`config.mk`:
```
export PLATFORM = sky130hd
export DESIGN_NAME = xor_float_delta_encoder
export DESIGN_NICKNAME = d
export VERILOG_FILES = /design/src/hw/rtl/xfde_pkg.sv /design/src/hw/rtl/xfde_encode.sv /design/src/hw/rtl/xfde_block_ctr.sv /design/src/hw/rtl/xor_float_delta_encoder.sv
export SDC_FILE = /design/constraint.sdc
export NUM_CORES = 1
export LEC_CHECK = 0
export ABC_AREA = 1
export BUFFER_PORTS_ARGS = -buffer_cell sky130_fd_sc_hd__clkbuf_2
export CAP_MARGIN = 20
export CORE_AREA = 2 2 231 176
export CTS_BUF_LIST = sky130_fd_sc_hd__clkbuf_2
export CTS_CLUSTER_DIAMETER = 100
export DETAILED_ROUTE_END_ITERATION = 8
export DIE_AREA = 0 0 233 178
export SETUP_SLACK_MARGIN = 0.02
export SYNTH_ARGS = -nofsm -noshare
export SYNTH_HDL_FRONTEND = slang
export SYNTH_HIERARCHICAL = 1
export SYNTH_SLANG_ARGS = --single-unit
```
`constraint.sdc`:
```
create_clock -name clk -period 7.6 [get_ports clk]
set_input_delay 1.52 -clock clk [delete_from_list [all_inputs] [get_ports clk]]
set_output_delay 1.52 -clock clk [all_outputs]
set_load 0.03 [all_outputs]
```
`src/hw/rtl/xfde_pkg.sv`:
```
package xfde_pkg;

	localparam int WORD_WIDTH = 32;
	localparam int CODE_WIDTH = 43;
	localparam int LEN_WIDTH  = 6;
	localparam int CNT_WIDTH  = 16;
	localparam int LEAD_WIDTH = 4;
	localparam int TZ_WIDTH   = 5;

	localparam logic [LEAD_WIDTH-1:0] LEAD_CAP           = 4'd15;
	localparam logic [CNT_WIDTH-1:0]  BLOCK_LENGTH_RESET = 16'd1024;
	localparam logic [TZ_WIDTH-1:0]   WINDOW_LEAD_RESET  = 5'd31;
	localparam logic [LEN_WIDTH-1:0]  RAW_LENGTH         = 6'd32;
	localparam logic [LEN_WIDTH-1:0]  ZERO_LENGTH        = 6'd1;
	localparam logic [LEN_WIDTH-1:0]  FIT_OVERHEAD       = 6'd2;
	localparam logic [LEN_WIDTH-1:0]  NEW_OVERHEAD       = 6'd11;
	localparam logic [1:0]            TAG_FIT            = 2'b10;
	localparam logic [1:0]            TAG_NEW            = 2'b11;

	// stored leading/trailing window
	typedef struct packed {
		logic [TZ_WIDTH-1:0] lead;
		logic [TZ_WIDTH-1:0] trail;
	} win_t;

	// encoder state as seen by the encode logic
	typedef struct packed {
		logic                  first;
		logic [WORD_WIDTH-1:0] prev;
		win_t                  win;
	} enc_state_t;

	typedef struct packed {
		logic [CODE_WIDTH-1:0] code;
		logic [LEN_WIDTH-1:0]  len;
		logic                  win_load;
		win_t                  win;
	} enc_result_t;

	// leading zeros, 32 for an all-zero word
	function automatic logic [LEN_WIDTH-1:0] lead_zeros(input logic [WORD_WIDTH-1:0] x);
		logic [LEN_WIDTH-1:0] n;
		n = LEN_WIDTH'(WORD_WIDTH);
		for (int i = 0; i < WORD_WIDTH; i++) begin
			if (x[i])
				n = LEN_WIDTH'(WORD_WIDTH - 1 - i);
		end
		return n;
	endfunction

	// trailing zeros, 32 for an all-zero word
	function automatic logic [LEN_WIDTH-1:0] trail_zeros(input logic [WORD_WIDTH-1:0] x);
		logic [LEN_WIDTH-1:0] n;
		n = LEN_WIDTH'(WORD_WIDTH);
		for (int i = WORD_WIDTH - 1; i >= 0; i--) begin
			if (x[i])
				n = LEN_WIDTH'(i);
		end
		return n;
	endfunction

endpackage

```
`src/hw/rtl/xfde_encode.sv`:
```
module xfde_encode import xfde_pkg::*; (
	input  logic [WORD_WIDTH-1:0] word,
	input  enc_state_t            state,
	output enc_result_t           result
);

	logic [WORD_WIDTH-1:0] x;
	logic [LEN_WIDTH-1:0]  lz;
	logic [LEN_WIDTH-1:0]  tz_full;
	logic [LEAD_WIDTH-1:0] lead;
	logic [TZ_WIDTH-1:0]   trail;
	logic                  fits;
	logic [LEN_WIDTH-1:0]  sig_fit;
	logic [LEN_WIDTH-1:0]  sig_new;
	logic [10:0]           head;

	assign x       = state.prev ^ word;
	assign lz      = lead_zeros(x);
	assign tz_full = trail_zeros(x);
	assign lead    = (lz > LEN_WIDTH'(LEAD_CAP)) ? LEAD_CAP : lz[LEAD_WIDTH-1:0];
	assign trail   = tz_full[TZ_WIDTH-1:0];

	assign fits = ({1'b0, lead} >= state.win.lead) && (trail >= state.win.trail) &&
		(({1'b0, state.win.lead} + {1'b0, state.win.trail}) < LEN_WIDTH'(WORD_WIDTH));

	assign sig_fit = LEN_WIDTH'(WORD_WIDTH) - {1'b0, state.win.lead} - {1'b0, state.win.trail};
	assign sig_new = LEN_WIDTH'(WORD_WIDTH) - {2'b0, lead} - {1'b0, trail};
	assign head    = {TAG_NEW, lead, sig_new[TZ_WIDTH-1:0]};

	// bits above the meaningful span are already zero, so no mask is needed
	always_comb begin
		result.win_load  = 1'b0;
		result.win.lead  = {1'b0, lead};
		result.win.trail = trail;
		if (state.first) begin
			result.code = CODE_WIDTH'(word);
			result.len  = RAW_LENGTH;
		end else if (x == '0) begin
			result.code = '0;
			result.len  = ZERO_LENGTH;
		end else if (fits) begin
			result.code = (CODE_WIDTH'(TAG_FIT) << sig_fit) |
				CODE_WIDTH'(x >> state.win.trail);
			result.len  = FIT_OVERHEAD + sig_fit;
		end else begin
			result.code = (CODE_WIDTH'(head) << sig_new) | CODE_WIDTH'(x >> trail);
			result.len  = NEW_OVERHEAD + sig_new;
			result.win_load = 1'b1;
		end
	end

endmodule

```
`src/hw/rtl/xfde_block_ctr.sv`:
```
module xfde_block_ctr import xfde_pkg::*; (
	input  logic                 clk,
	input  logic                 arst_n,
	input  logic                 cfg_valid,
	input  logic [CNT_WIDTH-1:0] cfg_data,
	input  logic                 advance,
	output logic                 block_end
);

	logic [CNT_WIDTH-1:0] length_q;
	logic [CNT_WIDTH-1:0] count_q;
	logic [CNT_WIDTH:0]   count_inc;

	// a length of zero never matches since the increment is at least one
	assign count_inc = {1'b0, count_q} + 1'b1;
	assign block_end = (count_inc == {1'b0, length_q});

	always_ff @(posedge clk or negedge arst_n) begin
		if (!arst_n) begin
			length_q <= BLOCK_LENGTH_RESET;
			count_q  <= '0;
		end else begin
			if (cfg_valid)
				length_q <= cfg_data;
			if (advance)
				count_q <= block_end ? '0 : count_inc[CNT_WIDTH-1:0];
		end
	end

endmodule

```
`src/hw/rtl/xor_float_delta_encoder.sv`:
```
// XOR float delta encoder.
// Input channel (in_valid/in_ready, sample_bits) takes one 32-bit float bit
// pattern per transaction. Output channel (out_valid/out_ready) gives one
// codeword per input: code_bits right-aligned with its first bit at
// code_length-1, code_length from 1 to 43, and block_end on every
// block_length-th item.
// Configuration channel (cfg_valid/cfg_ready, block_length) is always ready;
// write it only while no item is in flight. Writing it does not clear the
// item count within the current block.
// An accepted item sits in the input register, passes the XOR / zero-count /
// window logic and lands in the output register. Throughput is one item per
// cycle while the receiver takes codewords, set by the update of the previous
// word and window that each item depends on.
// Reset: the first item after reset is sent raw as 32 bits, the window is
// forced open and block_length returns to 1024.
// When the receiver stalls, the output register holds its codeword, the
// input register takes one more item, and in_ready then drops.
module xor_float_delta_encoder import xfde_pkg::*; (
	input  logic                  clk,
	input  logic                  arst_n,
	input  logic                  in_valid,
	output logic                  in_ready,
	input  logic [WORD_WIDTH-1:0] sample_bits,
	output logic                  out_valid,
	input  logic                  out_ready,
	output logic [CODE_WIDTH-1:0] code_bits,
	output logic [LEN_WIDTH-1:0]  code_length,
	output logic                  block_end,
	input  logic                  cfg_valid,
	output logic                  cfg_ready,
	input  logic [CNT_WIDTH-1:0]  block_length
);

	logic                  valid_s1;
	logic [WORD_WIDTH-1:0] word_s1;
	logic                  out_valid_q;
	logic [CODE_WIDTH-1:0] code_q;
	logic [LEN_WIDTH-1:0]  len_q;
	logic                  end_q;
	logic                  first_q;
	logic [WORD_WIDTH-1:0] prev_q;
	win_t                  win_q;
	enc_state_t            state;
	enc_result_t           result;
	logic                  advance;
	logic                  blk_end;

	assign advance  = valid_s1 && (!out_valid_q || out_ready);
	assign in_ready = !valid_s1 || advance;
	assign cfg_ready = 1'b1;

	assign state.first = first_q;
	assign state.prev  = prev_q;
	assign state.win   = win_q;

	xfde_encode u_encode (
		.word   (word_s1),
		.state  (state),
		.result (result)
	);

	xfde_block_ctr u_block_ctr (
		.clk       (clk),
		.arst_n    (arst_n),
		.cfg_valid (cfg_valid),
		.cfg_data  (block_length),
		.advance   (advance),
		.block_end (blk_end)
	);

	always_ff @(posedge clk or negedge arst_n) begin
		if (!arst_n) begin
			valid_s1    <= 1'b0;
			out_valid_q <= 1'b0;
			first_q     <= 1'b1;
			prev_q      <= '0;
			win_q.lead  <= WINDOW_LEAD_RESET;
			win_q.trail <= '0;
		end else begin
			if (in_ready)
				valid_s1 <= in_valid;
			if (advance)
				out_valid_q <= 1'b1;
			else if (out_ready)
				out_valid_q <= 1'b0;
			// advance the encoder state with the item leaving the input register
			if (advance) begin
				first_q <= 1'b0;
				prev_q  <= word_s1;
				if (result.win_load)
					win_q <= result.win;
			end
		end
	end

	always_ff @(posedge clk) begin
		if (in_ready && in_valid)
			word_s1 <= sample_bits;
		if (advance) begin
			code_q <= result.code;
			len_q  <= result.len;
			end_q  <= blk_end;
		end
	end

	assign out_valid   = out_valid_q;
	assign code_bits   = code_q;
	assign code_length = len_q;
	assign block_end   = end_q;

endmodule

```
=== Yosys cells after proc, flatten, opt, wreduce, memory -nomap -nowiden ===
Index checks and enable logic that the tools add are counted.

* Flip-flop bits (word level): 159
* Latch bits: 0
* Bits in writable memories: 0
* Memory bits (read-only): 0
* Input bits: 53
* Output and inout port bits: 53
* Logic and storage cells: 120
* Memories kept: 0

* $add $sub $neg: 8
* $mul: 0
* Divide/modulo/power cells: 0
* Order comparisons: 4
* Equal/unequal tests: 1
* Shifts and indexed selects: 4
* Multiplexer cells: 74
* Bitwise logic cells: 3
* Reduce and logical (&&, ||, !) cells: 12

{| class="wikitable"
|+ Operators with widths
! cell !! count
|-
| 6-bit two-way mux || 32
|-
| 5-bit two-way mux || 32
|-
| 43-bit OR || 2
|-
| 32-bit by 5-bit right shift with 43-bit output || 2
|-
| 38-bit two-way mux || 2
|-
| 49-bit two-way mux || 1
|-
| 11-bit by 6-bit left shift with 43-bit output || 1
|-
| 2-bit by 6-bit left shift with 43-bit output (first input constant) || 1
|-
| 32-bit logical NOT || 1
|-
| 32-bit XOR || 1
|-
| 16-bit by 1-bit adder with 17-bit output (second input constant) || 1
|-
| 17-bit by 16-bit == test with 1-bit output || 1
|-
| 16-bit two-way mux || 1
|-
| 6-bit by 5-bit subtractor with 6-bit output || 2
|-
| 2-bit by 6-bit adder with 6-bit output (first input constant) || 1
|-
| 4-bit by 6-bit adder with 6-bit output (first input constant) || 1
|-
| 5-bit by 5-bit adder with 6-bit output || 1
|-
| 6-bit by 4-bit greater-than comparator with 1-bit output (second input constant) || 1
|-
| 6-bit < comparator (second input constant) || 1
|-
| 6-bit by 4-bit subtractor with 6-bit output (first input constant) || 1
|-
| 6-bit by 5-bit subtractor with 6-bit output (first input constant) || 1
|-
| 4-bit by 5-bit greater-or-equal comparator with 1-bit output || 1
|-
| 5-bit greater-or-equal comparator || 1
|-
| 1-bit two-way mux || 5
|-
| other kinds (7) || 12
|}

=== Longest topological paths before layout ===
* Depth in word-level cells: 42
* Mapped depth: 55
* Gate-level depth less buffers: 55

=== Cells and area by module ===
The synthesis kept the hierarchy.

{| class="wikitable"
|+ Modules (own cells, without submodules)
! module !! times used !! cells an instance !! area an instance (µm²) !! sequential area each (µm²)
|-
| xfde_encode || 1 || 1,548 || 7,302.0 || 0.0
|-
| xor_float_delta_encoder || 1 || 276 || 4,232.8 || 3,595.9
|-
| xfde_block_ctr || 1 || 298 || 2,102.0 || 802.0
|}

=== Worst setup path after synthesis ===
Ideal clock, no wire load.

* Kind: register to register
* Start point: register word_s1[3]
* End point: register code_q[35], in the netlist code_bits[35], data pin
* Setup time: 0.167 ns
* Arrival: 4.508 ns
* Required time: 7.433 ns
* Slack: 2.925 ns
* Stages on the path, launching flop included: 48
* Buffers on the path: 0
* Clock period less this slack: 4.675 ns
* Path through: edfxtp_1 -> or2_2 -> nand2_1 -> nand3_1 -> nand2_1 -> nand2_1 -> nand2_1 -> nand2_1 -> nand2_1 -> nand2_1 -> nand2_1 -> nand2_1 -> nand2_1 -> nand2_1 -> nand2_1 -> nand2_1 -> nand2_1 -> nand2_1 -> [... 12 more ...] -> nand2_1 -> nand2_1 -> nand2_1 -> inv_1 -> ha_1 -> ha_1 -> fa_1 -> nand2_1 -> inv_1 -> nor2_1 -> inv_1 -> o21ai_0 -> o21ai_0 -> nor2_1 -> nand2_1 -> o21ai_0 -> inv_1 -> a211oi_1

{| class="wikitable"
|+ RTL lines
! what !! line !! source
|-
| start, declared || xor_float_delta_encoder.sv:35 || <nowiki>logic [WORD_WIDTH-1:0] word_s1;</nowiki>
|-
| start signal, assigned || xor_float_delta_encoder.sv:98 || <nowiki>word_s1 <= sample_bits;</nowiki>
|-
| end signal, assigned || xor_float_delta_encoder.sv:100 || <nowiki>code_q <= result.code;</nowiki>
|-
| end, declared || xor_float_delta_encoder.sv:37 || <nowiki>logic [CODE_WIDTH-1:0] code_q;</nowiki>
|}

==> impl_metrics.ini <==
[outcome]
outcome = finished clean

[hold_path]
min_from = state[7]
min_path_cells = 2
hp-class = reg2reg
min_to = state[7]

[routing]
route.detailed.drc = 0
drt-met1-wl_um = 26600
dr.pass1.iters = 6
drt_iter0_markers = 1763
routed_via_density = 5.48
routed_wl_um = 56000
dr_wl_met3_um = 5660
wl_met2_um = 22500
vias = 14811
postRouteAntennaNets = 0
wl_per_cell_um = 20.7
top_layer = met4

[clock_network]
clockBufferDepth = 2
ctsResizeCount = 0
cts_buffers = 17
cts_sinks = 159
postCtsHoldBufs = 0
root_buffer = clkbuf_2
htree_levels = 4
tritoncts = built
post_cts_buffers = 0
clk_pin_slew_worst_paths_ps = 290
insertion_delay_ps = 860

[placed_design]
port-buffer-count = 104
dp_hpwl_um = 42700
gp_congestion = 0.993
dp.cells = 2669

[finish]
nNetsFinal = 2258
multiInputGateArea_um2 = 8110
final_common_cell = nand2_1
layout-drive-gt1-share_pct = 11.5
fillers = 4276
final_cell_mix = 791 x nand2_1, 245 x nand3_1, 163 x inv_1
stdcell_count = 2702
area.growth.synth_to_final_pct = 9.08
seq_area_um2 = 4400

[logic_synthesis]
ys_ff_latch = 159
synth_nets = 2212
syn_area_per_cell_um2 = 6.43
ys_types = 58
syn_inst = 2122
seq_area_frac_synth_pct = 32.3
ys.flop_type = edfxtp_1
synthArstFlopShare_pct = 48.4
synthesis.area_um2 = 13600
synth_area_leader_cell = nand2_1
ys_warn_count = 6
synth_area_leaders = nand2_1 22%, edfxtp_1 18%, dfrtp_1 13%
synth-edff-count = 82
synth_top_area_share_pct = 21.8

[critical_path]
reg2reg_to = code_bits[23]
required_ps = 8280
slowest_delay_ps = 480
crit_fanout = 23
cp-start-kind = flip-flop
r2r_cells = 52
slowest_stage = edfxtp_1
crit_type = reg2reg
arrival_ps = 7170
crit_path_end_kind = flip-flop
r2r-start = word_s1[28]
r2r_setup_slack_ps = 1110
crit_top_cell = nand2_1

[timing]
period_needed_ps = 6490
rsz0062_at_grt = no
setup_violations = 0
hold_viol_final = 0
max_slew_margin_pct = 26.3
max_freq_mhz = 154
fin_worst_skew_ps = 89.4
slew_viol_final = 0
worstMarginPinSlew_ps = 1100
fin_tns_setup_ps = 0
min_period_over_period_pct = 85.3

[floorplan]
num_rows = 63
initial_core_util_pct = 34.8
io-pin-count = 106
die_area_um2 = 41500
core_um2 = 39200
die_w_um = 233
dieHeight_um = 178

[power_and_ir_drop]
power_per_cell_area_nw_per_um2 = 539
cellLeakagePower_nw = 7.16
ir_drop_mv = 0.438

[global_route]
grt_pass1_vias = 13625
antenna_found_initial = 1
grt_pass1_wl_um = 84200
grt_max_degree = 74
grt-ovfl-total = 0
grt.total_usage_pct = 27.2

[job]
max_cap_violations = 0
-- registers in the layout, summed over array words and instances, names as in the netlist --
register	flops
valid_s1	1
block_end	1
state	10
first_q	1
u_block_ctr/count_q	16
code_bits	43
code_length	6
word_s1	32
u_block_ctr/length_q	16
prev_q	32
out_valid	1
-- cell families after synthesis --
family / count (synthesis) / synth area share [%]
mux: 14 / 1.07
flops: 159 / 32.3
xor+xnor: 18 / 1.36
simple gates: 1307 / 41.1
compound gates: 305 / 12.3
other cells: 2 / 0.0551
buf+inv: 280 / 8.34
fa+ha+maj: 37 / 3.56
-- Yosys cell counts, drive strengths merged, types with 21 or more instances --
cell type and n:
a21oi 69, nor2 140, nand4 42, edfxtp 82, nor3 21, or2 32, a31oi 22, o21ai 170
buf 32, clkbuf 76, ha 34, nand3 247, dfrtp 70, nand2 814, inv 166
-- per-stage QoR --
step           cell area [um^2]  utilization (%)  hold slack, ps  power (mW)  worst slack [ps]
3_3_place_gp              14600             37.2             454        7.24              1310
5_1_grt                   14900             38.0             496        8.56               434
3_5_place_dp              14600             37.2             456        7.21              1370
2_1_floorplan             13600                -             423        5.21              2930
6_report                  14900             38.0             486        8.01              1110
4_1_cts                   14900             38.0             487        7.83              1240
-- layout make-up --
type	count	area share, %
Tap cell	520	4.37
Multi-Input combinational cell	1683	54.5
Sequential cell	159	29.6
Antenna cell	1	0.0168
Timing Repair Buffer	135	5.08
Clock buffer	18	0.606
Clock inverter	14	1.49
Inverter	172	4.36
-- per-layer routing --
metal	GRT usage, %	up-vias
met5	0	-
met4	7.14	0
met3	6.41	64
met2	38.5	733
met1	40.9	6926
li1	-	7088
-- power breakdown --
part | switching (mW) | internal [mW] | total (mW) | leakage (nW)
Combinational | 4.39 | 1.56 | 5.95 | 5.25
Clock | 0.359 | 0.233 | 0.592 | 0.179
Sequential | 0.155 | 1.32 | 1.47 | 1.74
-- how the worst max path moves through the flow --
stage / start / end / slack [ps] / depth (start not counted)
5_1_grt: word_s1[28] / code_bits[35] / 430 / 46
2_1_floorplan: word_s1[3] / code_bits[35] / 2930 / 47
3_5_place_dp: word_s1[28] / code_bits[23] / 1370 / 52
6_report: word_s1[28] / code_bits[23] / 1110 / 52
4_1_cts: word_s1[28] / code_bits[23] / 1240 / 52
3_3_place_gp: word_s1[28] / code_bits[23] / 1310 / 52
-- critical path: cells and delay by family, from the launching register on --
family / cells / cell delay [ps]
and+or+nand+nor: 43 / 4050
adders and majority gates: 3 / 960
buffers and inverters: 6 / 820
DFF: 1 / 480
Power figures use the tool's default switching activity.
